`src/rtl/core/timestamp_prefix_to_epoch_core_macros.svh`:
```
// Assertion macros used by the tpe_calc module of the timestamp prefix decoder
`ifndef TIMESTAMP_PREFIX_TO_EPOCH_CORE_MACROS_SVH
`define TIMESTAMP_PREFIX_TO_EPOCH_CORE_MACROS_SVH

// Same-cycle implication, checked on clk and dropped while rst_n is low
`define TPE_ASSERT_IMPLIES(label, ante, cons, msg) \
  label: assert property (@(posedge clk) disable iff (!rst_n) (ante) |-> (cons)) \
    else $error(msg);

// Next-cycle implication, checked on clk and dropped while rst_n is low
`define TPE_ASSERT_NEXT(label, ante, cons, msg) \
  label: assert property (@(posedge clk) disable iff (!rst_n) (ante) |=> (cons)) \
    else $error(msg);

`endif

```
`src/rtl/core/tpe_pkg.sv`:
```
// Shared constants and types of the timestamp prefix decoder
`timescale 1ns / 1ps

package tpe_pkg;

  // Character codes
  localparam logic [7:0] CH_ZERO  = 8'h30;
  localparam logic [7:0] CH_NINE  = 8'h39;
  localparam logic [7:0] CH_DASH  = 8'h2D;
  localparam logic [7:0] CH_COLON = 8'h3A;
  localparam logic [7:0] CH_T     = 8'h54;
  localparam logic [7:0] CH_Z     = 8'h5A;
  localparam logic [7:0] CH_SPACE = 8'h20;
  localparam logic [7:0] CH_TAB   = 8'h09;
  localparam logic [7:0] CH_CR    = 8'h0D;

  // Field widths
  localparam int unsigned POS_W    = 5;
  localparam int unsigned DIG_W    = 7;
  localparam int unsigned EPOCH_W  = 39;
  localparam int unsigned PREFIX_W = 5;
  localparam int unsigned OFFSET_W = 17;

  // Prefix lengths and position saturation
  localparam logic [PREFIX_W-1:0] PFX_LOCAL = 5'd19;
  localparam logic [PREFIX_W-1:0] PFX_UTC   = 5'd20;
  localparam logic [POS_W-1:0]    POS_SAT   = 5'd21;

  // Configuration port
  localparam int unsigned CFG_ADDR_W = 3;
  localparam int unsigned CFG_DATA_W = 32;
  localparam logic        REG_LOCAL_OFFSET = 1'b0;  // register index, paddr[2]

  // Collected fields of the current line, handed from parser to pipeline
  typedef struct packed {
    logic [DIG_W-1:0] century;   // first two year digits
    logic [DIG_W-1:0] yoc;       // last two year digits
    logic [DIG_W-1:0] month;
    logic [DIG_W-1:0] day;
    logic [DIG_W-1:0] hour;
    logic [DIG_W-1:0] minute;
    logic [DIG_W-1:0] second;
    logic             sep_t;     // 'T' separator seen
    logic             fmt_ok;    // layout clean and long enough
  } tpe_line_t;

endpackage

```
`src/rtl/core/tpe_in_if.sv`:
```
// Byte stream channel into the decoder
`timescale 1ns / 1ps

interface tpe_in_if;
  logic       valid;
  logic       ready;
  logic [7:0] char_byte;
  logic       line_end;

  modport source (output valid, output char_byte, output line_end, input ready);
  modport sink   (input valid, input char_byte, input line_end, output ready);
endinterface

```
`src/rtl/core/tpe_out_if.sv`:
```
// Result channel out of the decoder
`timescale 1ns / 1ps

interface tpe_out_if;
  logic                                  valid;
  logic                                  ready;
  logic                                  stamp_valid;
  logic signed [tpe_pkg::EPOCH_W-1:0]    epoch_secs;
  logic [tpe_pkg::PREFIX_W-1:0]          prefix_length;
  logic                                  is_utc;

  modport source (output valid, output stamp_valid, output epoch_secs,
                  output prefix_length, output is_utc, input ready);
  modport sink   (input valid, input stamp_valid, input epoch_secs,
                  input prefix_length, input is_utc, output ready);
endinterface

```
`src/rtl/core/tpe_cfg_regs.sv`:
```
// APB-style register holding the local time zone offset
`timescale 1ns / 1ps

module tpe_cfg_regs (
  input  logic                                   clk,
  input  logic                                   rst_n,
  input  logic                                   psel,
  input  logic                                   penable,
  input  logic                                   pwrite,
  input  logic [tpe_pkg::CFG_ADDR_W-1:0]         paddr,
  input  logic [tpe_pkg::CFG_DATA_W-1:0]         pwdata,
  output logic [tpe_pkg::CFG_DATA_W-1:0]         prdata,
  output logic                                   pready,
  output logic signed [tpe_pkg::OFFSET_W-1:0]    local_offset_o
);

  logic signed [tpe_pkg::OFFSET_W-1:0] offset_r;
  logic signed [tpe_pkg::OFFSET_W-1:0] offset_nxt;
  logic                                sel_offset;

  assign pready     = 1'b1;
  assign sel_offset = (paddr[2] == tpe_pkg::REG_LOCAL_OFFSET);

  // Take the write in the access phase
  always_comb begin
    offset_nxt = offset_r;
    if (psel && penable && pwrite && sel_offset) begin
      offset_nxt = $signed(pwdata[tpe_pkg::OFFSET_W-1:0]);
    end
  end

  always_ff @(posedge clk) begin
    if (!rst_n) begin
      offset_r <= '0;
    end else begin
      offset_r <= offset_nxt;
    end
  end

  // Read back sign-extended
  assign prdata         = sel_offset ? tpe_pkg::CFG_DATA_W'(offset_r) : '0;
  assign local_offset_o = offset_r;

endmodule

```
`src/rtl/core/tpe_parser.sv`:
```
// Per-byte layout check and digit collection for one log line
`timescale 1ns / 1ps

module tpe_parser (
  input  logic                clk,
  input  logic                rst_n,
  input  logic                byte_take_i,
  input  logic                line_take_i,
  input  logic [7:0]          char_byte_i,
  output tpe_pkg::tpe_line_t  line_o
);

  logic [tpe_pkg::POS_W-1:0] pos_r, pos_nxt;
  logic [tpe_pkg::DIG_W-1:0] century_r, century_nxt;
  logic [tpe_pkg::DIG_W-1:0] yoc_r, yoc_nxt;
  logic [tpe_pkg::DIG_W-1:0] month_r, month_nxt;
  logic [tpe_pkg::DIG_W-1:0] day_r, day_nxt;
  logic [tpe_pkg::DIG_W-1:0] hour_r, hour_nxt;
  logic [tpe_pkg::DIG_W-1:0] minute_r, minute_nxt;
  logic [tpe_pkg::DIG_W-1:0] second_r, second_nxt;
  logic                      sep_t_r, sep_t_nxt;
  logic                      err_r, err_nxt;

  logic       is_digit;
  logic [3:0] digit;
  logic       is_blank;
  logic       long_enough;

  // Shift one decimal digit into a two-digit field
  function automatic logic [tpe_pkg::DIG_W-1:0] dec_push(
    input logic [tpe_pkg::DIG_W-1:0] acc,
    input logic [3:0]                d
  );
    logic [tpe_pkg::DIG_W-1:0] times_ten;
    times_ten = {acc[tpe_pkg::DIG_W-4:0], 3'b000} + {acc[tpe_pkg::DIG_W-2:0], 1'b0};
    return times_ten + tpe_pkg::DIG_W'(d);
  endfunction

  assign is_digit = (char_byte_i >= tpe_pkg::CH_ZERO) && (char_byte_i <= tpe_pkg::CH_NINE);
  assign digit    = 4'(char_byte_i - tpe_pkg::CH_ZERO);
  assign is_blank = (char_byte_i == tpe_pkg::CH_SPACE) ||
                    ((char_byte_i >= tpe_pkg::CH_TAB) && (char_byte_i <= tpe_pkg::CH_CR));

  // Check the byte at the current place and advance
  always_comb begin
    pos_nxt     = pos_r;
    century_nxt = century_r;
    yoc_nxt     = yoc_r;
    month_nxt   = month_r;
    day_nxt     = day_r;
    hour_nxt    = hour_r;
    minute_nxt  = minute_r;
    second_nxt  = second_r;
    sep_t_nxt   = sep_t_r;
    err_nxt     = err_r;

    if (line_take_i) begin
      pos_nxt     = '0;
      century_nxt = '0;
      yoc_nxt     = '0;
      month_nxt   = '0;
      day_nxt     = '0;
      hour_nxt    = '0;
      minute_nxt  = '0;
      second_nxt  = '0;
      sep_t_nxt   = 1'b0;
      err_nxt     = 1'b0;
    end else if (byte_take_i) begin
      unique case (pos_r)
        5'd0, 5'd1: begin
          if (is_digit) century_nxt = dec_push(century_r, digit);
          else          err_nxt = 1'b1;
        end
        5'd2, 5'd3: begin
          if (is_digit) yoc_nxt = dec_push(yoc_r, digit);
          else          err_nxt = 1'b1;
        end
        5'd4, 5'd7: begin
          if (char_byte_i != tpe_pkg::CH_DASH) err_nxt = 1'b1;
        end
        5'd13, 5'd16: begin
          if (char_byte_i != tpe_pkg::CH_COLON) err_nxt = 1'b1;
        end
        5'd5, 5'd6: begin
          if (is_digit) month_nxt = dec_push(month_r, digit);
          else          err_nxt = 1'b1;
        end
        5'd8, 5'd9: begin
          if (is_digit) day_nxt = dec_push(day_r, digit);
          else          err_nxt = 1'b1;
        end
        5'd10: begin
          if (char_byte_i == tpe_pkg::CH_T)          sep_t_nxt = 1'b1;
          else if (char_byte_i != tpe_pkg::CH_SPACE) err_nxt = 1'b1;
        end
        5'd11, 5'd12: begin
          if (is_digit) hour_nxt = dec_push(hour_r, digit);
          else          err_nxt = 1'b1;
        end
        5'd14, 5'd15: begin
          if (is_digit) minute_nxt = dec_push(minute_r, digit);
          else          err_nxt = 1'b1;
        end
        5'd17, 5'd18: begin
          if (is_digit) second_nxt = dec_push(second_r, digit);
          else          err_nxt = 1'b1;
        end
        5'd19: begin
          // Z form wants 'Z' here, local form wants a blank or nothing
          if (sep_t_r) begin
            if (char_byte_i != tpe_pkg::CH_Z) err_nxt = 1'b1;
          end else if (!is_blank) begin
            err_nxt = 1'b1;
          end
        end
        5'd20: begin
          if (sep_t_r && !is_blank) err_nxt = 1'b1;
        end
        default: begin
        end
      endcase
      if (pos_r < tpe_pkg::POS_SAT) pos_nxt = pos_r + 5'd1;
    end
  end

  always_ff @(posedge clk) begin
    if (!rst_n) begin
      pos_r     <= '0;
      century_r <= '0;
      yoc_r     <= '0;
      month_r   <= '0;
      day_r     <= '0;
      hour_r    <= '0;
      minute_r  <= '0;
      second_r  <= '0;
      sep_t_r   <= 1'b0;
      err_r     <= 1'b0;
    end else begin
      pos_r     <= pos_nxt;
      century_r <= century_nxt;
      yoc_r     <= yoc_nxt;
      month_r   <= month_nxt;
      day_r     <= day_nxt;
      hour_r    <= hour_nxt;
      minute_r  <= minute_nxt;
      second_r  <= second_nxt;
      sep_t_r   <= sep_t_nxt;
      err_r     <= err_nxt;
    end
  end

  // Present the line as it stands
  assign long_enough    = sep_t_r ? (pos_r >= tpe_pkg::PFX_UTC) : (pos_r >= tpe_pkg::PFX_LOCAL);
  assign line_o.century = century_r;
  assign line_o.yoc     = yoc_r;
  assign line_o.month   = month_r;
  assign line_o.day     = day_r;
  assign line_o.hour    = hour_r;
  assign line_o.minute  = minute_r;
  assign line_o.second  = second_r;
  assign line_o.sep_t   = sep_t_r;
  assign line_o.fmt_ok  = !err_r && long_enough;

endmodule

```
`src/rtl/core/tpe_calc.sv`:
```
// Date check and epoch arithmetic pipeline with result register
`timescale 1ns / 1ps
`include "timestamp_prefix_to_epoch_core_macros.svh"

module tpe_calc (
  input  logic                                 clk,
  input  logic                                 rst_n,
  input  logic                                 line_take_i,
  input  tpe_pkg::tpe_line_t                   line_i,
  input  logic signed [tpe_pkg::OFFSET_W-1:0]  local_offset_i,
  output logic                                 free_o,
  output logic                                 out_valid_o,
  input  logic                                 out_ready_i,
  output logic                                 out_stamp_o,
  output logic signed [tpe_pkg::EPOCH_W-1:0]   out_epoch_o,
  output logic [tpe_pkg::PREFIX_W-1:0]         out_prefix_o,
  output logic                                 out_utc_o
);

  localparam int unsigned CENT_W = 22;
  localparam int unsigned YOC_W  = 16;
  localparam int unsigned DOY_W  = 9;
  localparam int unsigned TOD_W  = 17;
  localparam int unsigned DAYS_W = 23;
  // Days from the shifted year origin to 1970-01-01, plus one for the 1-based day
  localparam logic [DAYS_W-1:0] DAY_BIAS = 23'd865566;
  localparam logic signed [tpe_pkg::EPOCH_W-1:0] DAY_SECS = 39'sd86400;

  // Length of a month, zero for a month number out of range
  function automatic logic [4:0] month_len(input logic [tpe_pkg::DIG_W-1:0] m,
                                           input logic leap);
    logic [4:0] len;
    unique case (m)
      7'd1, 7'd3, 7'd5, 7'd7, 7'd8, 7'd10, 7'd12: len = 5'd31;
      7'd4, 7'd6, 7'd9, 7'd11:                   len = 5'd30;
      7'd2:                                      len = leap ? 5'd29 : 5'd28;
      default:                                   len = 5'd0;
    endcase
    return len;
  endfunction

  // Days before the first of the month in a year that starts in March
  function automatic logic [DOY_W-1:0] march_days(input logic [tpe_pkg::DIG_W-1:0] m);
    logic [DOY_W-1:0] d;
    unique case (m)
      7'd3:    d = 9'd0;
      7'd4:    d = 9'd31;
      7'd5:    d = 9'd61;
      7'd6:    d = 9'd92;
      7'd7:    d = 9'd122;
      7'd8:    d = 9'd153;
      7'd9:    d = 9'd184;
      7'd10:   d = 9'd214;
      7'd11:   d = 9'd245;
      7'd12:   d = 9'd275;
      7'd1:    d = 9'd306;
      7'd2:    d = 9'd337;
      default: d = 9'd0;
    endcase
    return d;
  endfunction

  // Stage valids, reset
  logic s1_v_r, s2_v_r, s3_v_r, s4_v_r, out_v_r;
  logic s1_v_nxt, s2_v_nxt, s3_v_nxt, s4_v_nxt, out_v_nxt;

  // Stage payloads
  tpe_pkg::tpe_line_t s1_line_r;
  logic                                s2_ok_r, s2_sep_r;
  logic [CENT_W-1:0]                   s2_cent_r;
  logic [YOC_W-1:0]                    s2_yoc_r;
  logic [DOY_W-1:0]                    s2_doy_r;
  logic [TOD_W-1:0]                    s2_tod_r;
  logic                                s3_ok_r, s3_sep_r;
  logic signed [DAYS_W-1:0]            s3_days_r;
  logic [TOD_W-1:0]                    s3_tod_r;
  logic                                s4_ok_r, s4_sep_r;
  logic signed [tpe_pkg::EPOCH_W-1:0]  s4_secs_r;
  logic [TOD_W-1:0]                    s4_tod_r;
  logic                                out_stamp_r, out_utc_r;
  logic signed [tpe_pkg::EPOCH_W-1:0]  out_epoch_r;
  logic [tpe_pkg::PREFIX_W-1:0]        out_prefix_r;

  // Load enables: a stage takes data when empty or when it moves on
  logic free1, free2, free3, free4, free_out;

  assign free_out = !out_v_r || out_ready_i;
  assign free4    = !s4_v_r || free_out;
  assign free3    = !s3_v_r || free4;
  assign free2    = !s2_v_r || free3;
  assign free1    = !s1_v_r || free2;
  assign free_o   = free1;

  assign s1_v_nxt  = free1    ? line_take_i : s1_v_r;
  assign s2_v_nxt  = free2    ? s1_v_r      : s2_v_r;
  assign s3_v_nxt  = free3    ? s2_v_r      : s3_v_r;
  assign s4_v_nxt  = free4    ? s3_v_r      : s4_v_r;
  assign out_v_nxt = free_out ? s4_v_r      : out_v_r;

  always_ff @(posedge clk) begin
    if (!rst_n) begin
      s1_v_r  <= 1'b0;
      s2_v_r  <= 1'b0;
      s3_v_r  <= 1'b0;
      s4_v_r  <= 1'b0;
      out_v_r <= 1'b0;
    end else begin
      s1_v_r  <= s1_v_nxt;
      s2_v_r  <= s2_v_nxt;
      s3_v_r  <= s3_v_nxt;
      s4_v_r  <= s4_v_nxt;
      out_v_r <= out_v_nxt;
    end
  end

  // Stage 1: snapshot of the line at its end
  always_ff @(posedge clk) begin
    if (free1) s1_line_r <= line_i;
  end

  // Stage 2: range checks and the terms of the day count
  logic                         leap;
  logic [4:0]                   mdays;
  logic                         ok2_nxt;
  logic                         borrow;
  logic [tpe_pkg::DIG_W-1:0]    yy_adj, c_adj;
  logic [CENT_W-1:0]            cent_nxt;
  logic [YOC_W-1:0]             yoc_nxt;
  logic [DOY_W-1:0]             doy_nxt;
  logic [TOD_W-1:0]             tod_nxt;

  always_comb begin
    leap = (s1_line_r.yoc == 7'd0) ? (s1_line_r.century[1:0] == 2'd0)
                                   : (s1_line_r.yoc[1:0] == 2'd0);
    mdays   = month_len(s1_line_r.month, leap);
    ok2_nxt = s1_line_r.fmt_ok &&
              (s1_line_r.month >= 7'd1) && (s1_line_r.month <= 7'd12) &&
              (s1_line_r.day >= 7'd1) && (s1_line_r.day <= {2'b00, mdays}) &&
              (s1_line_r.hour <= 7'd23) && (s1_line_r.minute <= 7'd59) &&
              (s1_line_r.second <= 7'd59);
    // January and February count with the year before; every year is shifted by 400 years
    borrow = (s1_line_r.month <= 7'd2);
    if (!borrow) begin
      yy_adj = s1_line_r.yoc;
      c_adj  = s1_line_r.century + 7'd4;
    end else if (s1_line_r.yoc == 7'd0) begin
      yy_adj = 7'd99;
      c_adj  = s1_line_r.century + 7'd3;
    end else begin
      yy_adj = s1_line_r.yoc - 7'd1;
      c_adj  = s1_line_r.century + 7'd4;
    end
    cent_nxt = CENT_W'(c_adj) * 22'd36524 + CENT_W'(c_adj[6:2]);
    yoc_nxt  = YOC_W'(yy_adj) * 16'd365 + YOC_W'(yy_adj[6:2]);
    doy_nxt  = march_days(s1_line_r.month) + DOY_W'(s1_line_r.day);
    tod_nxt  = TOD_W'(s1_line_r.hour) * 17'd3600 + TOD_W'(s1_line_r.minute) * 17'd60
             + TOD_W'(s1_line_r.second);
  end

  always_ff @(posedge clk) begin
    if (free2) begin
      s2_ok_r   <= ok2_nxt;
      s2_sep_r  <= s1_line_r.sep_t;
      s2_cent_r <= cent_nxt;
      s2_yoc_r  <= yoc_nxt;
      s2_doy_r  <= doy_nxt;
      s2_tod_r  <= tod_nxt;
    end
  end

  // Stage 3: days since 1970-01-01
  logic signed [DAYS_W-1:0] days_nxt;

  assign days_nxt = $signed(DAYS_W'(s2_cent_r) + DAYS_W'(s2_yoc_r) + DAYS_W'(s2_doy_r)
                            - DAY_BIAS);

  always_ff @(posedge clk) begin
    if (free3) begin
      s3_ok_r   <= s2_ok_r;
      s3_sep_r  <= s2_sep_r;
      s3_days_r <= days_nxt;
      s3_tod_r  <= s2_tod_r;
    end
  end

  // Stage 4: days to seconds
  logic signed [tpe_pkg::EPOCH_W-1:0] secs_nxt;

  assign secs_nxt = tpe_pkg::EPOCH_W'(s3_days_r) * DAY_SECS;

  always_ff @(posedge clk) begin
    if (free4) begin
      s4_ok_r   <= s3_ok_r;
      s4_sep_r  <= s3_sep_r;
      s4_secs_r <= secs_nxt;
      s4_tod_r  <= s3_tod_r;
    end
  end

  // Result: add time of day, drop the zone offset for the local form
  logic signed [tpe_pkg::EPOCH_W-1:0] off_ext;
  logic [tpe_pkg::EPOCH_W-1:0]        epoch_sum;

  always_comb begin
    off_ext   = s4_sep_r ? '0 : tpe_pkg::EPOCH_W'(local_offset_i);
    epoch_sum = s4_secs_r + tpe_pkg::EPOCH_W'(s4_tod_r) - off_ext;
  end

  always_ff @(posedge clk) begin
    if (free_out) begin
      out_stamp_r  <= s4_ok_r;
      out_utc_r    <= s4_ok_r && s4_sep_r;
      out_epoch_r  <= s4_ok_r ? $signed(epoch_sum) : '0;
      out_prefix_r <= !s4_ok_r ? '0 : (s4_sep_r ? tpe_pkg::PFX_UTC : tpe_pkg::PFX_LOCAL);
    end
  end

  assign out_valid_o  = out_v_r;
  assign out_stamp_o  = out_stamp_r;
  assign out_epoch_o  = out_epoch_r;
  assign out_prefix_o = out_prefix_r;
  assign out_utc_o    = out_utc_r;

  // Checks
  `TPE_ASSERT_IMPLIES(a_stall_only_full, !free1,
    s1_v_r && s2_v_r && s3_v_r && s4_v_r && out_v_r, "input stalled with a free stage")
  `TPE_ASSERT_NEXT(a_line_enters, line_take_i, s1_v_r, "line end lost at pipeline entry")
  `TPE_ASSERT_IMPLIES(a_reject_zero, out_v_r && !out_stamp_r,
    out_epoch_r == '0 && out_prefix_r == '0 && !out_utc_r, "rejected line with nonzero fields")
  `TPE_ASSERT_IMPLIES(a_prefix_form, out_v_r && out_stamp_r,
    (out_utc_r && out_prefix_r == tpe_pkg::PFX_UTC) ||
    (!out_utc_r && out_prefix_r == tpe_pkg::PFX_LOCAL), "prefix length disagrees with form")

endmodule

```
`src/rtl/core/timestamp_prefix_to_epoch_core.sv`:
```
// Top level of the log-line timestamp prefix decoder
`timescale 1ns / 1ps

// Usage
//   in_chan carries the bytes of a log line, one per transfer, then one transfer
//   with line_end set. The line is checked for a leading YYYY-MM-DD, 'T' or
//   space, HH:MM:SS, a 'Z' after the T form and a blank or the end after that.
//   Each line_end transfer yields exactly one transfer on out_chan; byte
//   transfers yield none. A rejected line gives all result fields zero.
//   After the line_end transfer the result passes through a five-register
//   pipeline (snapshot, date checks and day terms, day sum, day-to-second
//   multiply, result register) before it is presented.
//   Throughput: while in_chan ready is high, one transfer per cycle on in_chan,
//   bytes and line ends alike; the 39-bit epoch multiply is split off into
//   its own stage. When out_chan stalls the pipeline keeps filling; in_chan
//   ready drops only once all five registers hold pending lines.
//   The APB port writes local_offset_seconds at byte address 0; it is applied
//   to the space-separated (local time) form only; the user must write it
//   only while idle, not enforced by the block. Reset (rst_n low, synchronous)
//   empties the pipeline, clears the line state and sets the offset to zero.

module timestamp_prefix_to_epoch_core (
  input  logic                            clk,
  input  logic                            rst_n,
  tpe_in_if.sink                          in_chan,
  tpe_out_if.source                       out_chan,
  input  logic                            psel,
  input  logic                            penable,
  input  logic                            pwrite,
  input  logic [tpe_pkg::CFG_ADDR_W-1:0]  paddr,
  input  logic [tpe_pkg::CFG_DATA_W-1:0]  pwdata,
  output logic [tpe_pkg::CFG_DATA_W-1:0]  prdata,
  output logic                            pready
);

  logic                                 free;
  logic                                 in_xfer;
  logic                                 byte_take;
  logic                                 line_take;
  logic signed [tpe_pkg::OFFSET_W-1:0]  local_offset;
  tpe_pkg::tpe_line_t                   line;

  // Sort input transfers into bytes and line ends
  assign in_chan.ready = free;
  assign in_xfer       = in_chan.valid && free;
  assign byte_take     = in_xfer && !in_chan.line_end;
  assign line_take     = in_xfer && in_chan.line_end;

  tpe_cfg_regs u_cfg (
    .clk            (clk),
    .rst_n          (rst_n),
    .psel           (psel),
    .penable        (penable),
    .pwrite         (pwrite),
    .paddr          (paddr),
    .pwdata         (pwdata),
    .prdata         (prdata),
    .pready         (pready),
    .local_offset_o (local_offset)
  );

  tpe_parser u_parser (
    .clk         (clk),
    .rst_n       (rst_n),
    .byte_take_i (byte_take),
    .line_take_i (line_take),
    .char_byte_i (in_chan.char_byte),
    .line_o      (line)
  );

  tpe_calc u_calc (
    .clk            (clk),
    .rst_n          (rst_n),
    .line_take_i    (line_take),
    .line_i         (line),
    .local_offset_i (local_offset),
    .free_o         (free),
    .out_valid_o    (out_chan.valid),
    .out_ready_i    (out_chan.ready),
    .out_stamp_o    (out_chan.stamp_valid),
    .out_epoch_o    (out_chan.epoch_secs),
    .out_prefix_o   (out_chan.prefix_length),
    .out_utc_o      (out_chan.is_utc)
  );

endmodule
```
`src/flat_wrapper.sv`:
```
// flat-port wrapper written by rule: the top's interface ports become plain ports
module timestamp_prefix_to_epoch_core_flat 
  (clk, rst_n, psel, penable, pwrite, paddr, pwdata, prdata, pready, in_chan_valid, in_chan_char_byte, in_chan_line_end, in_chan_ready, out_chan_valid, out_chan_stamp_valid, out_chan_epoch_secs, out_chan_prefix_length, out_chan_is_utc, out_chan_ready);
  tpe_in_if in_chan_i ();
  tpe_out_if out_chan_i ();
  input  logic clk;
  input  logic rst_n;
  input  logic psel;
  input  logic penable;
  input  logic pwrite;
  input  logic [tpe_pkg::CFG_ADDR_W-1:0] paddr;
  input  logic [tpe_pkg::CFG_DATA_W-1:0] pwdata;
  output logic [tpe_pkg::CFG_DATA_W-1:0] prdata;
  output logic pready;
  input wire logic [$bits(in_chan_i.valid)-1:0] in_chan_valid;
  input wire logic [$bits(in_chan_i.char_byte)-1:0] in_chan_char_byte;
  input wire logic [$bits(in_chan_i.line_end)-1:0] in_chan_line_end;
  output wire logic [$bits(in_chan_i.ready)-1:0] in_chan_ready;
  output wire logic [$bits(out_chan_i.valid)-1:0] out_chan_valid;
  output wire logic [$bits(out_chan_i.stamp_valid)-1:0] out_chan_stamp_valid;
  output wire logic [$bits(out_chan_i.epoch_secs)-1:0] out_chan_epoch_secs;
  output wire logic [$bits(out_chan_i.prefix_length)-1:0] out_chan_prefix_length;
  output wire logic [$bits(out_chan_i.is_utc)-1:0] out_chan_is_utc;
  input wire logic [$bits(out_chan_i.ready)-1:0] out_chan_ready;
  assign in_chan_i.valid = in_chan_valid;
  assign in_chan_i.char_byte = in_chan_char_byte;
  assign in_chan_i.line_end = in_chan_line_end;
  assign in_chan_ready = in_chan_i.ready;
  assign out_chan_valid = out_chan_i.valid;
  assign out_chan_stamp_valid = out_chan_i.stamp_valid;
  assign out_chan_epoch_secs = out_chan_i.epoch_secs;
  assign out_chan_prefix_length = out_chan_i.prefix_length;
  assign out_chan_is_utc = out_chan_i.is_utc;
  assign out_chan_i.ready = out_chan_ready;
  timestamp_prefix_to_epoch_core u_core (.clk(clk), .rst_n(rst_n), .in_chan(in_chan_i), .out_chan(out_chan_i), .psel(psel), .penable(penable), .pwrite(pwrite), .paddr(paddr), .pwdata(pwdata), .prdata(prdata), .pready(pready));
endmodule
```
`config.mk`:
```
export PLATFORM = sky130hd
export DESIGN_NAME = timestamp_prefix_to_epoch_core_flat
export DESIGN_NICKNAME = d
export VERILOG_FILES = /design/src/rtl/core/tpe_pkg.sv /design/src/rtl/core/tpe_in_if.sv /design/src/rtl/core/tpe_out_if.sv /design/src/rtl/core/tpe_cfg_regs.sv /design/src/rtl/core/tpe_parser.sv /design/src/rtl/core/tpe_calc.sv /design/src/rtl/core/timestamp_prefix_to_epoch_core.sv /design/src/flat_wrapper.sv
export VERILOG_INCLUDE_DIRS = /design/src /design/src/rtl/core
export SDC_FILE = /design/constraint.sdc
export NUM_CORES = 1
export LEC_CHECK = 0
export BUFFER_PORTS_ARGS = -buffer_cell sky130_fd_sc_hd__buf_2
export CORE_MARGIN = 1
export CORE_UTILIZATION = 25
export CTS_CLUSTER_SIZE = 24
export DETAILED_ROUTE_END_ITERATION = 16
export REMOVE_ABC_BUFFERS = 1
export SLEW_MARGIN = 20
export SYNTH_ARGS = -nofsm -noshare
export SYNTH_HDL_FRONTEND = slang
export SYNTH_SLANG_ARGS = --single-unit
export TNS_END_PERCENT = 50
```
`constraint.sdc`:
```
create_clock -name clk -period 7.2 [get_ports clk]
set_input_delay 0.36 -clock clk [delete_from_list [all_inputs] [get_ports clk]]
set_output_delay 0.36 -clock clk [all_outputs]
set_load 0.005 [all_outputs]
```
* Yosys cells after proc, flatten, opt, wreduce, memory -nomap -nowiden *
Memories as Yosys holds them, arrays and structs flattened. A register that Yosys moved wholly into a read port is not among the register bits.
Index checks and enable logic that the tools add are counted.

word-level totals
  register bits after elaboration = 334
  bits in read-only memories = 144
  bits of input ports = 51
  output and inout port bits = 81
  word-level logic and storage cells = 225
  memories = 1

memory list
  name              words  width  rd ports  clocked after Yosys merged registers in  write ports  line            source
  (name not given)  16     9      1         1                                        0            tpe_calc.sv:45  unique case (m)

operators by class
  add/sub/neg operators = 29
  multipliers = 5
  magnitude comparators = 15
  eq/ne operators = 46
  mux-type cells = 23
  bitwise logic cells = 2
  reductions and logical operators = 61

operator list
  operator                                                               count
  7-bit by 4-bit adder with 7-bit output                                 7
  7-bit adder                                                            7
  5-bit by 4-bit == test with 1-bit output, second input constant        8
  39-bit by 17-bit adder with 39-bit output                              1
  39-bit 2-to-1 mux                                                      1
  39-bit subtractor                                                      1
  7-bit by 4-bit == test with 1-bit output, second input constant        5
  23-bit by 11-bit multiplier with 32-bit output, second input constant  1
  32-bit 2-to-1 mux                                                      1
  7-bit by 3-bit == test with 1-bit output, second input constant        4
  7-bit 2-to-1 mux                                                       4
  5-bit == test, second input constant                                   5
  8-bit by 6-bit != test with 1-bit output, second input constant        3
  3-bit AND reduction                                                    8
  22-bit by 16-bit adder with 23-bit output                              1
  23-bit by 9-bit adder with 23-bit output                               1
  23-bit by 20-bit subtractor with 23-bit output, second input constant  1
  22-bit by 5-bit adder with 22-bit output                               1
  5-bit by 3-bit == test with 1-bit output, second input constant        4
  7-bit by 14-bit multiplier with 20-bit output, second input constant   1
  2-bit OR reduction                                                     10
  1-bit logical AND                                                      18
  17-bit by 13-bit adder with 17-bit output                              1
  17-bit by 7-bit adder with 17-bit output                               1
  other kinds (50)                                                       86

* Depth between registers and ports, before layout *
Gate-level depths: netlist of run 1.

  word-level depth = 9
  mapped depth = 26
  depth with buffers taken out = 25

* Cells and area by module *
From an unflattened synthesis of run 1, not the netlist that was laid out.

second synthesis, totals
  cells, all modules = 2,646
  area total of the unflattened synthesis = 27,991.8 um^2

by module, submodules not included
  module                          times used  cells each  area each (um^2)  sequential area each (um^2)
  tpe_calc                        1           2,124       22,967.0          7,907.6
  tpe_parser                      1           410         4,061.4           1,121.1
  tpe_cfg_regs                    1           110         947.2             340.3
  timestamp_prefix_to_epoch_core  1           2           16.3              0.0

* Worst setup path before layout of run 1 *
Ideal clock, no wire load.

  path kind = reg2reg
  from = register u_core.u_calc.s1_line_r[37] (netlist name)
  to = register u_core.u_calc.s2_cent_r[20], data pin
  library setup time = 0.264 ns
  arrival time = 5.653 ns
  required time = 6.936 ns
  slack = 1.283 ns
  cell stages (with the launch flop) = 25
  path buffers = 1
  cell sequence = edfxtp_1 > inv_1 > ha_1 > nor3b_1 > nand4_2 > or2_2 > nand2_1 > xnor2_1 > ha_1 > fa_1 > inv_1 > fa_1 > fa_1 > inv_1 > ha_1 > buf_2 > a21oi_2 > a2bb2oi_2 > o311ai_4 > a21o_1 > a21oi_2 > xnor2_4 > nand4_1 > nor4_2 > xnor2_1

on the way
  word-level cells in the longest chain between the ends = 5

ends and longest elaborated chain
  element                                        line             source
  from (decl)                                    tpe_calc.sv:68   tpe_pkg::tpe_line_t s1_line_r;
  from (signal assigned)                         tpe_calc.sv:118  if (free1) s1_line_r <= line_i;
  7-bit logical NOT (*)                          tpe_calc.sv:146  end else if (s1_line_r.yoc == 7'd0) begin
  7-bit 2-to-1 mux (*)                           tpe_calc.sv:146
  7-bit 2-to-1 mux (*)                           tpe_calc.sv:143  if (!borrow) begin
  7-bit by 14-bit multiplier with 20-bit output  tpe_calc.sv:153  cent_nxt = CENT_W'(c_adj) * 22'd36524 + CENT_W'(c_adj[6:2]);
  22-bit by 5-bit adder with 22-bit output (*)   tpe_calc.sv:153
  via u_core.u_calc.cent_nxt[20]                 tpe_calc.sv:127  logic [CENT_W-1:0] cent_nxt;
  to (signal assigned)                           tpe_calc.sv:164  s2_cent_r <= cent_nxt;
  to (decl)                                      tpe_calc.sv:70   logic [CENT_W-1:0] s2_cent_r;

Mark *: on every way through the listed nets, which the timed path passes. The rest lies on a longest branch.
A chain may end at the register's enable or synchronous reset.

* Worst setup path in the final report of run 1 *
  from = register u_core.u_calc.s1_line_r[37] (netlist name)
  to = register u_core.u_calc.s2_cent_r[18], data pin

The elaborated chain is that of the path after synthesis.

==> impl_metrics.yaml, run 1 <==
status:
  status: "finished, final reports clean"
logic_synthesis:
  ys_top_cells_by_area: "edfxtp_1 (27%), ha_1 (20%), fa_1 (11%)"
  synthTopCellsByCount: "ha_1 (456), inv_1 (410), edfxtp_1 (254)"
  synth_fa_ha_area_share_pct: 31.35
  ys_types: 99
  synth_edf_count: 254
  synth_top_cell_area_share_pct: 27.28
  synth_mux_area_share_pct: 1.938
  synth_cells: 2639
  ys_warn_count: 0
  syn_area_um2: 27960
  avgSynthCellArea_um2: 10.59
  ys_seq_elements: 341
  synth-xor-area-share_pct: 6.508
  yosys.area_share.simple_pct: 9.846
  async_reset_ff_share_pct: 0
  synth_top_family_by_area: "adder cells"
  synthFlopType: "edfxtp_1"
  yosysTopAreaCell: "edfxtp_1"
  synth_compound_area_share_pct: 10.22
  synth.most_common_cell: "ha_1"
  ys_seq_area_share_pct: 33.51
detailed_routing:
  drt-total-wl_mm: 51.29
  route.detailed.drc: 0
  drt-vias-per-instance: 4.184
  vias: 17880
  initialDrtViolationCount: 591
  dr.pass1.iters: 5
  wl_per_cell_um: 12.01
  final_antenna_net_count: 0
placement:
  placed_cell_area_um2: 30170
  portBuffers: 112
  hpwl_mm: 41.15
  gp_congestion: 0.7841
  place_inst: 4193
  pre_cts_ws_ps: 679.4
clock_tree:
  numCtsBuffers: 41
  root_buffer: "clkbuf_16"
  cts_tree: "done"
  clock_latency_ps: 580
  ctsHoldBuffers: 3
  h-tree-depth: 2
  clkSlewWorstSetupHoldPaths_ps: 60
  clockBufferDepth: 3
  clock-sinks: 341
  cts_resized: 0
  postCtsSetupBuffers: 0
hold_path:
  hold_path.class: "in2reg"
  whs_path_depth: 3
critical_path:
  cp.depth: 23
  max_stage_delay_ps: 510
  critical_path.top_delay_family: "adder cells"
  crit_path_top_delay_cell: "fa_1"
  crit_chain: "inv_1 -> ha_1 -> nor3b_1 -> nand4_2 -> or2_2 -> nand2_1 -> xnor2_1 -> ha_1 -> fa_1 -> inv_1 -> fa_1 -> fa_1 -> inv_1 -> ha_1 -> a21oi_1 -> o211ai_1 -> a31o_2 -> a21oi_1 -> xnor2_1 -> nand2_1 -> nor3b_2 -> nand4_1 -> xnor2_1"
  path_buf_inv: 3
  reg2regPathDepth: 23
  cp-end-kind: "register"
  worstSetupPathType: "reg2reg"
  worst_ep_required_time_ps: 7510
  cp-start-kind: "register"
  rrSetupSlack_ps: 670
  path_max_fanout: 8
  arrival_ps: 6840
timing:
  fin_worst_hold_slack_ps: 49.74
  drv_slew: 0
  maxClockFrequency_mhz: 153.2
  skew_ps: 34.88
  period_minus_slack_ps: 6528
  period_share_pct: 90.67
  layout_setup_ws_ps: 671.8
  hold_viol_final: 0
  fin_tns_setup_ps: 0
  setup_viol: 0
  tightest_slew_ps: 984.0
  relSlewSlack_pct: 34.05
  grt_setup_unrepaired: "false"
pwr:
  seqPwrFrac_pct: 23.6
  p_leak_nw: 14.77
  pwr-share-comb_pct: 58.8
  power.total_mw: 11.20
  ir_drop_mv: 0.4096
  p_per_area_nw_per_um2: 355.6
  internal_power_mw: 6.640
  p_sw_share_pct: 40.71
  p_switching_mw: 4.560
  clockPowerShare_pct: 17.6
global_route:
  first_global_vias: 18090
  grt_pass1_wl_mm: 87.87
  track_usage_pct: 9.308
  antenna_found_initial: 0
  grt_max_degree: 57
  overflow: 0
layout:
  n_antenna_cell: 0
  drive_above_1_share_pct: 8.513
  fin_util_pct: 28.42
  stdcell_count: 4272
  final_cell_area_um2: 31500
  syn_to_final_growth_pct: 12.67
  nNetsFinal: 3409
  n_fill_cell: 11550
floorplan:
  die_w_um: 336.4
  core_area_um2: 110800
  num_io_pins: 132
  fp.dieH_um: 336.4
  die_area_um2: 113200
  rows: 122
  start_util_pct: 25.23
run:
  drv_cap: 0
tightest hold or removal path, stage by stage:
cell and delay (ps):
buf_2 100, nand2_1 40, a21boi_0 60
final cells by class:
class	instances	area (um^2)	area share, %
clock buffer	59	1144	3.631
clock inverter	17	156.4	0.4966
inverter	411	1543	4.898
multi-input combinational	1832	16760	53.23
sequential	341	9369	29.75
tap	1488	1862	5.911
timing repair buffer	124	658.1	2.090
path summary, 6_finish.rpt:
check / from / endpoint
hold / removal: pwdata[13] / u_core.u_cfg.local_offset_o[13]$_SDFFE_PN0P_
hold reg to reg: u_core.u_calc.s3_tod_r[1]$_DFFE_PP_ / u_core.u_calc.s4_tod_r[1]$_DFFE_PP_
setup / recovery: u_core.u_calc.s1_line_r[37]$_DFFE_PP_ / u_core.u_calc.s2_cent_r[18]$_DFFE_PP_
setup reg to reg: u_core.u_calc.s1_line_r[37]$_DFFE_PP_ / u_core.u_calc.s2_cent_r[18]$_DFFE_PP_
routing by layer:
metal,track usage (%),part of all wire [%],vias to the layer above
met5,0,0,-
met4,2.779,2.6,0
met3,1.499,3.1,76
met2,16.04,47,237
met1,11.87,47,8289
li1,-,-,9273
registers in the layout, indices dropped and copies added (netlist names), 7 cells and up, named ones only:
register / cells
u_core.u_calc.s3_tod_r: 17
u_core.u_parser.second_r: 7
u_core.u_calc.s2_doy_r: 9
u_core.u_calc.s2_tod_r: 17
u_core.u_parser.hour_r: 7
u_core.u_calc.s2_yoc_r: 16
u_core.u_parser.century_r: 7
u_core.u_calc.s2_cent_r: 22
u_core.u_calc.s4_tod_r: 17
u_core.u_calc.s4_secs_r: 32
u_core.u_parser.month_r: 7
u_core.u_parser.yoc_r: 7
u_core.u_cfg.local_offset_o: 17
u_core.u_parser.minute_r: 7
u_core.u_calc.s1_line_r: 51
u_core.u_calc.s3_days_r: 23
u_core.u_parser.day_r: 7
u_core.u_calc.out_epoch_o: 39
power groups by stage:
| stage | combinational [mW] | sequential, mW | clock [mW] |
|---|---|---|---|
| finish | 6.59 | 2.65 | 1.97 |
| detailed placement | 6.61 | 2.69 | 0 |
| global route | 7.66 | 2.66 | 2.12 |
| floorplan | 5.46 | 2.65 | 0 |
| global placement | 6.51 | 2.69 | 0 |
| CTS | 6.65 | 2.65 | 2.04 |
logic make-up after synthesis:
logic type / count (synthesis)
compound gates: 430
fa+ha+maj: 610
other cells: 2
mux: 54
buf+inv: 466
simple gates: 533
flops: 341
xor+xnor: 203
cell usage in the layout (no fill, tap or decap), types with 11 or more instances in the layout:
cell type  count
ha_1         456
fa_1         151
o21a_1        16
nand2b_1      25
xor2_1        44
buf_2        112
a21o_1        58
and3_1        14
and2_1        46
a211oi_1      20
mux2i_1       53
nand4_1       17
nand2_1      119
o21bai_1      19
clkbuf_16     41
nor2b_1       48
edfxtp_1     254
inv_1        408
clkbuf_1      13
dfxtp_1       87
nor2_1       147
nand3_1       26
nor3_1        29
a21boi_0      21
xnor2_1      155
o21ai_0       67
o211ai_1      11
a21oi_1      134
a31oi_1       16
Power figures use the tool's default switching activity.
==> inputs of run 2 (changes only) <==
--- a/constraint.sdc
+++ b/constraint.sdc
@@ -3,2 +3,2 @@
 set_output_delay 0.36 -clock clk [all_outputs]
-set_load 0.005 [all_outputs]
+set_load 0.1 [all_outputs]
==> impl_metrics.yaml, run 2 (synthesized netlist as in run 1, its figures left out) <==
status:
  status: "finished, final reports clean"
floorplan:
  start_util_pct: 25.23
  die_w_um: 336.4
  num_io_pins: 132
  fp.dieH_um: 336.4
  die_area_um2: 113200
  core_area_um2: 110800
  rows: 122
detailed_routing:
  drt-vias-per-instance: 4.183
  vias: 17880
  final_antenna_net_count: 0
  route.detailed.drc: 0
  initialDrtViolationCount: 621
  wl_per_cell_um: 11.96
  drt-total-wl_mm: 51.12
  dr.pass1.iters: 5
timing:
  fin_worst_hold_slack_ps: 40.08
  grt_setup_unrepaired: "false"
  relSlewSlack_pct: 34.94
  period_share_pct: 89.89
  skew_ps: 70.53
  tightest_slew_ps: 970.8
  hold_viol_final: 0
  period_minus_slack_ps: 6472
  drv_slew: 0
  setup_viol: 0
  maxClockFrequency_mhz: 154.5
global_route:
  first_global_vias: 18150
  track_usage_pct: 9.327
  grt_pass1_wl_mm: 87.77
  overflow: 0
  antenna_found_initial: 0
  grt_max_degree: 57
clock_tree:
  clockBufferDepth: 3
  numCtsBuffers: 42
  postCtsSetupBuffers: 0
  root_buffer: "clkbuf_16"
  h-tree-depth: 2
  clock-sinks: 341
  ctsHoldBuffers: 3
  clkSlewWorstSetupHoldPaths_ps: 60
  cts_tree: "done"
  clock_latency_ps: 610
  cts_resized: 0
critical_path:
  path_buf_inv: 3
  path_max_fanout: 8
  worstSetupPathType: "reg2reg"
  cp-start-kind: "register"
  crit_chain: "inv_1 -> ha_1 -> nor3b_1 -> nand4_2 -> or2_2 -> nand2_1 -> xnor2_1 -> ha_1 -> fa_1 -> inv_1 -> fa_1 -> fa_1 -> inv_1 -> ha_1 -> a21oi_2 -> a2bb2oi_2 -> o311ai_4 -> a21o_1 -> a211o_1 -> a21oi_2 -> xor2_2 -> nor4_2 -> xnor2_1"
  arrival_ps: 6770
  crit_path_top_delay_cell: "fa_1"
  cp-end-kind: "register"
  critical_path.top_delay_family: "adder cells"
  worst_ep_required_time_ps: 7500
  max_stage_delay_ps: 500
layout:
  syn_to_final_growth_pct: 13.29
  fin_util_pct: 28.58
  layout_common_cells: "ha_1 (456), inv_1 (408), edfxtp_1 (254)"
  nNetsFinal: 3410
  n_antenna_cell: 0
  largest-register: "u_core.u_calc.s1_line_r"
  mostFrequentLayoutCell: "ha_1"
  largest_reg_flops: 51
  drive_above_1_share_pct: 8.686
run:
  drv_cap: 0
pwr:
  power.total_mw: 11.41
  ir_drop_mv: 0.4435
  p_leak_nw: 14.86
  p_per_area_nw_per_um2: 360.4
placement:
  hpwl_mm: 40.96
  gp_congestion: 0.7858
  portBuffers: 112
hold_path:
  hold_path.class: "in2reg"
## run 2: cell count changes in the layout (fill, tap and decap cells not counted), moves of 2 or more
cell	change
clkbuf_1	-6
bufinv_16	+4
clkbuf_16	+3
clkinv_1	+3
inv_6	+3
clkinvlp_4	-2
## run 2: final timing paths
path              cells past startpoint                                   from  slack [ps]                                           to
hold / removal                        3                              pwdata[1]          40  u_core.u_cfg.local_offset_o[1]$_SDFFE_PN0P_
hold reg to reg                       0    u_core.u_calc.s3_tod_r[3]$_DFFE_PP_         410          u_core.u_calc.s4_tod_r[3]$_DFFE_PP_
setup / recovery                     23  u_core.u_calc.s1_line_r[38]$_DFFE_PP_         730        u_core.u_calc.s2_cent_r[21]$_DFFE_PP_
setup reg to reg                     23  u_core.u_calc.s1_line_r[38]$_DFFE_PP_         730        u_core.u_calc.s2_cent_r[21]$_DFFE_PP_
## run 2: where the power goes
group / internal (mW) / switching [mW]
Combinational: 2.96 / 3.61
Sequential: 2.55 / 0.0924
Clock: 1.32 / 0.872
## run 2: area by class of cell
| type | count | area (um^2) |
|---|---|---|
| Clock buffer | 55 | 1182 |
| Fill cell | 11530 | 79150 |
| Inverter | 411 | 1543 |
| Timing Repair Buffer | 124 | 658.1 |
| Clock inverter | 23 | 292.8 |
| Tap cell | 1488 | 1862 |
| Multi-Input combinational cell | 1832 | 16760 |
| Sequential cell | 341 | 9369 |
## run 2: stage by stage
step	std cells	setup slack (ps)	cell area (um^2)	setup TNS, ps
5_1_grt	4274	220.6	31670	0
4_1_cts	4274	660.8	31670	0
2_1_floorplan	2584	-14240	27660	-227880
3_3_place_gp	4193	804.5	30160	0
6_report	4274	728.1	31670	0
3_5_place_dp	4193	684.9	30170	0
## run 2: per-layer routing
metal / vias to the layer above / part of all wire, % / track usage, %
met5: - / 0 / 0
met4: 0 / 2.1 / 2.701
met3: 61 / 3.1 / 1.396
met2: 209 / 47 / 16.07
met1: 8329 / 48 / 11.99
li1: 9279 / - / -
## run 2: worst register-to-register path: stages, from the launching register on
cell and delay (ps):
edfxtp_1 430, inv_1 110, ha_1 220, nor3b_1 250, nand4_2 260, or2_2 370
nand2_1 80, xnor2_1 320, ha_1 410, fa_1 500, inv_1 50, fa_1 410
fa_1 490, inv_1 40, ha_1 380, a21oi_2 280, a2bb2oi_2 210, o311ai_4 140
a21o_1 230, a211o_1 270, a21oi_2 210, xor2_2 130, nor4_2 290, xnor2_1 90
==> inputs of run 3 (changes only) <==
CORE_MARGIN = default   (was 1)
PLACE_DENSITY = 0.42   (was default)
==> impl_metrics.yaml, run 3 (synthesized netlist as in run 1, its figures left out) <==
status:
  status: "finished, final reports clean"
floorplan:
  fp.dieH_um: 336.4
  num_io_pins: 132
  rows: 122
  start_util_pct: 25.23
  core_area_um2: 110800
  die_w_um: 336.4
  die_area_um2: 113200
timing:
  fin_worst_hold_slack_ps: 45.48
  grt_setup_unrepaired: "false"
  relSlewSlack_pct: 39.08
  tightest_slew_ps: 912.5
  drv_slew: 0
  hold_viol_final: 0
  maxClockFrequency_mhz: 156.5
  period_minus_slack_ps: 6391
  setup_viol: 0
  skew_ps: 17.92
  period_share_pct: 88.77
detailed_routing:
  initialDrtViolationCount: 543
  drt-vias-per-instance: 4.137
  vias: 17750
  dr.pass1.iters: 6
  final_antenna_net_count: 0
  wl_per_cell_um: 13.05
  drt-total-wl_mm: 55.99
  route.detailed.drc: 0
pwr:
  clockPowerShare_pct: 19.6
  p_sw_share_pct: 40.74
  p_leak_nw: 14.90
  pwr-share-comb_pct: 57.6
  ir_drop_mv: 0.3750
  seqPwrFrac_pct: 22.8
  p_switching_mw: 4.730
  p_per_area_nw_per_um2: 365.2
  internal_power_mw: 6.880
placement:
  hpwl_mm: 44.72
  gp_congestion: 0.7681
  portBuffers: 112
  placed_cell_area_um2: 30200
clock_tree:
  numCtsBuffers: 45
  cts_resized: 0
  ctsHoldBuffers: 8
  root_buffer: "clkbuf_16"
  clockBufferDepth: 3
  cts_tree: "done"
  clock_latency_ps: 580
  postCtsSetupBuffers: 0
  clock-sinks: 341
  clkSlewWorstSetupHoldPaths_ps: 60
  h-tree-depth: 2
global_route:
  grt_max_degree: 67
  overflow: 0
  track_usage_pct: 10.12
  grt_pass1_wl_mm: 93.79
  antenna_found_initial: 0
  first_global_vias: 18450
critical_path:
  max_stage_delay_ps: 520
  cp-start-kind: "register"
  cp-end-kind: "register"
  path_buf_inv: 4
  path_max_fanout: 8
  worst_ep_required_time_ps: 7520
  critical_path.top_delay_family: "adder cells"
  crit_chain: "inv_1 -> ha_1 -> nor3b_1 -> nand4_2 -> o2111a_1 -> xnor2_2 -> inv_2 -> ha_1 -> fa_1 -> inv_1 -> fa_1 -> fa_1 -> inv_1 -> ha_1 -> a21oi_1 -> o211ai_1 -> a31o_2 -> a21oi_1 -> xnor2_1 -> nand2_1 -> nor3b_2 -> nand4_1 -> xnor2_1"
  crit_path_top_delay_cell: "fa_1"
  worstSetupPathType: "reg2reg"
  arrival_ps: 6710
run:
  drv_cap: 0
layout:
  multiInputGateArea_um2: 16760
  syn_to_final_growth_pct: 13.72
  mostFrequentLayoutCell: "ha_1"
  largest-register: "u_core.u_calc.s1_line_r"
  final_cell_area_um2: 31790
  n_antenna_cell: 0
  nNetsFinal: 3423
  drive_above_1_share_pct: 9.279
  layout_common_cells: "ha_1 (456), inv_1 (407), edfxtp_1 (254)"
  regArea_um2: 9369
  n_fill_cell: 11650
  largest_reg_flops: 51
hold_path:
  hold_path.class: "in2reg"
## run 3: cell types whose count changed in the layout (fill, tap and decap cells not counted), moves of 2 or more
cell / change
clkinv_2: +4
clkbuf_1: -2
clkinv_16: -2
inv_6: +2
clkinv_1: -4
dlygate4sd3_1: +5
clkinv_4: +3
clkinvlp_4: +5
buf_4: +5
## run 3: worst register-to-register path, cell delays in order (launching register included)
cell      delay (ps)
edfxtp_1         440
inv_1            110
ha_1             210
nor3b_1          240
nand4_2          260
o2111a_1         360
xnor2_2          210
inv_2            140
ha_1             370
fa_1             500
inv_1             50
fa_1             480
fa_1             520
inv_1             40
ha_1             360
a21oi_1          280
o211ai_1         200
a31o_2           280
a21oi_1          170
xnor2_1          220
nand2_1          180
nor3b_2          230
nand4_1          140
xnor2_1          160
## run 3: stage by stage
stage	TNS (ps)	power, mW	std cells	utilization (%)	setup slack [ps]
after global routing	0	12.83	4290	28.69	240.8
after detailed placement	0	9.453	4198	27.25	740.2
after global placement	0	9.457	4198	27.25	769.3
after CTS	0	11.84	4290	28.69	755.4
after floorplan	-227880	8.140	2584	-	-14240
final	0	11.61	4290	28.69	808.6
## run 3: layout make-up
class / instances / area share, %
inverter: 411 / 4.853
clock buffer: 53 / 3.731
multi-input combinational: 1832 / 52.72
clock inverter: 31 / 1.023
timing repair buffer: 134 / 2.346
tap: 1488 / 5.856
sequential: 341 / 29.47
## run 3: layer usage
layer	vias up	share of wire [%]	GRT usage, %
met2	161	46	17.22
li1	9319	-	-
met3	82	2.9	1.436
met4	0	2.4	2.817
met5	-	0	0
met1	8186	49	13.27
## run 3: power groups by stage
stage                     registers [mW]  logic [mW]  clock network, mW
after global placement              2.69        6.77                  0
after floorplan                     2.66        5.48                  0
after CTS                           2.65        6.82               2.38
after global routing                2.66        7.72               2.45
final                               2.64        6.68               2.28
after detailed placement            2.69        6.76                  0
## run 3: worst paths after layout
| kind | startpoint | endpoint | slack [ps] | cells past startpoint |
|---|---|---|---|---|
| setup / recovery | u_core.u_calc.s1_line_r[37]$_DFFE_PP_ | u_core.u_calc.s2_cent_r[18]$_DFFE_PP_ | 810 | 23 |
| hold / removal | pwdata[12] | u_core.u_cfg.local_offset_o[12]$_SDFFE_PN0P_ | 50 | 3 |
| setup reg to reg | u_core.u_calc.s1_line_r[37]$_DFFE_PP_ | u_core.u_calc.s2_cent_r[18]$_DFFE_PP_ | 810 | 23 |
| hold reg to reg | u_core.u_calc.s1_line_r[2]$_DFFE_PP_ | u_core.u_calc.s2_tod_r[0]$_DFFE_PP_ | 410 | 0 |
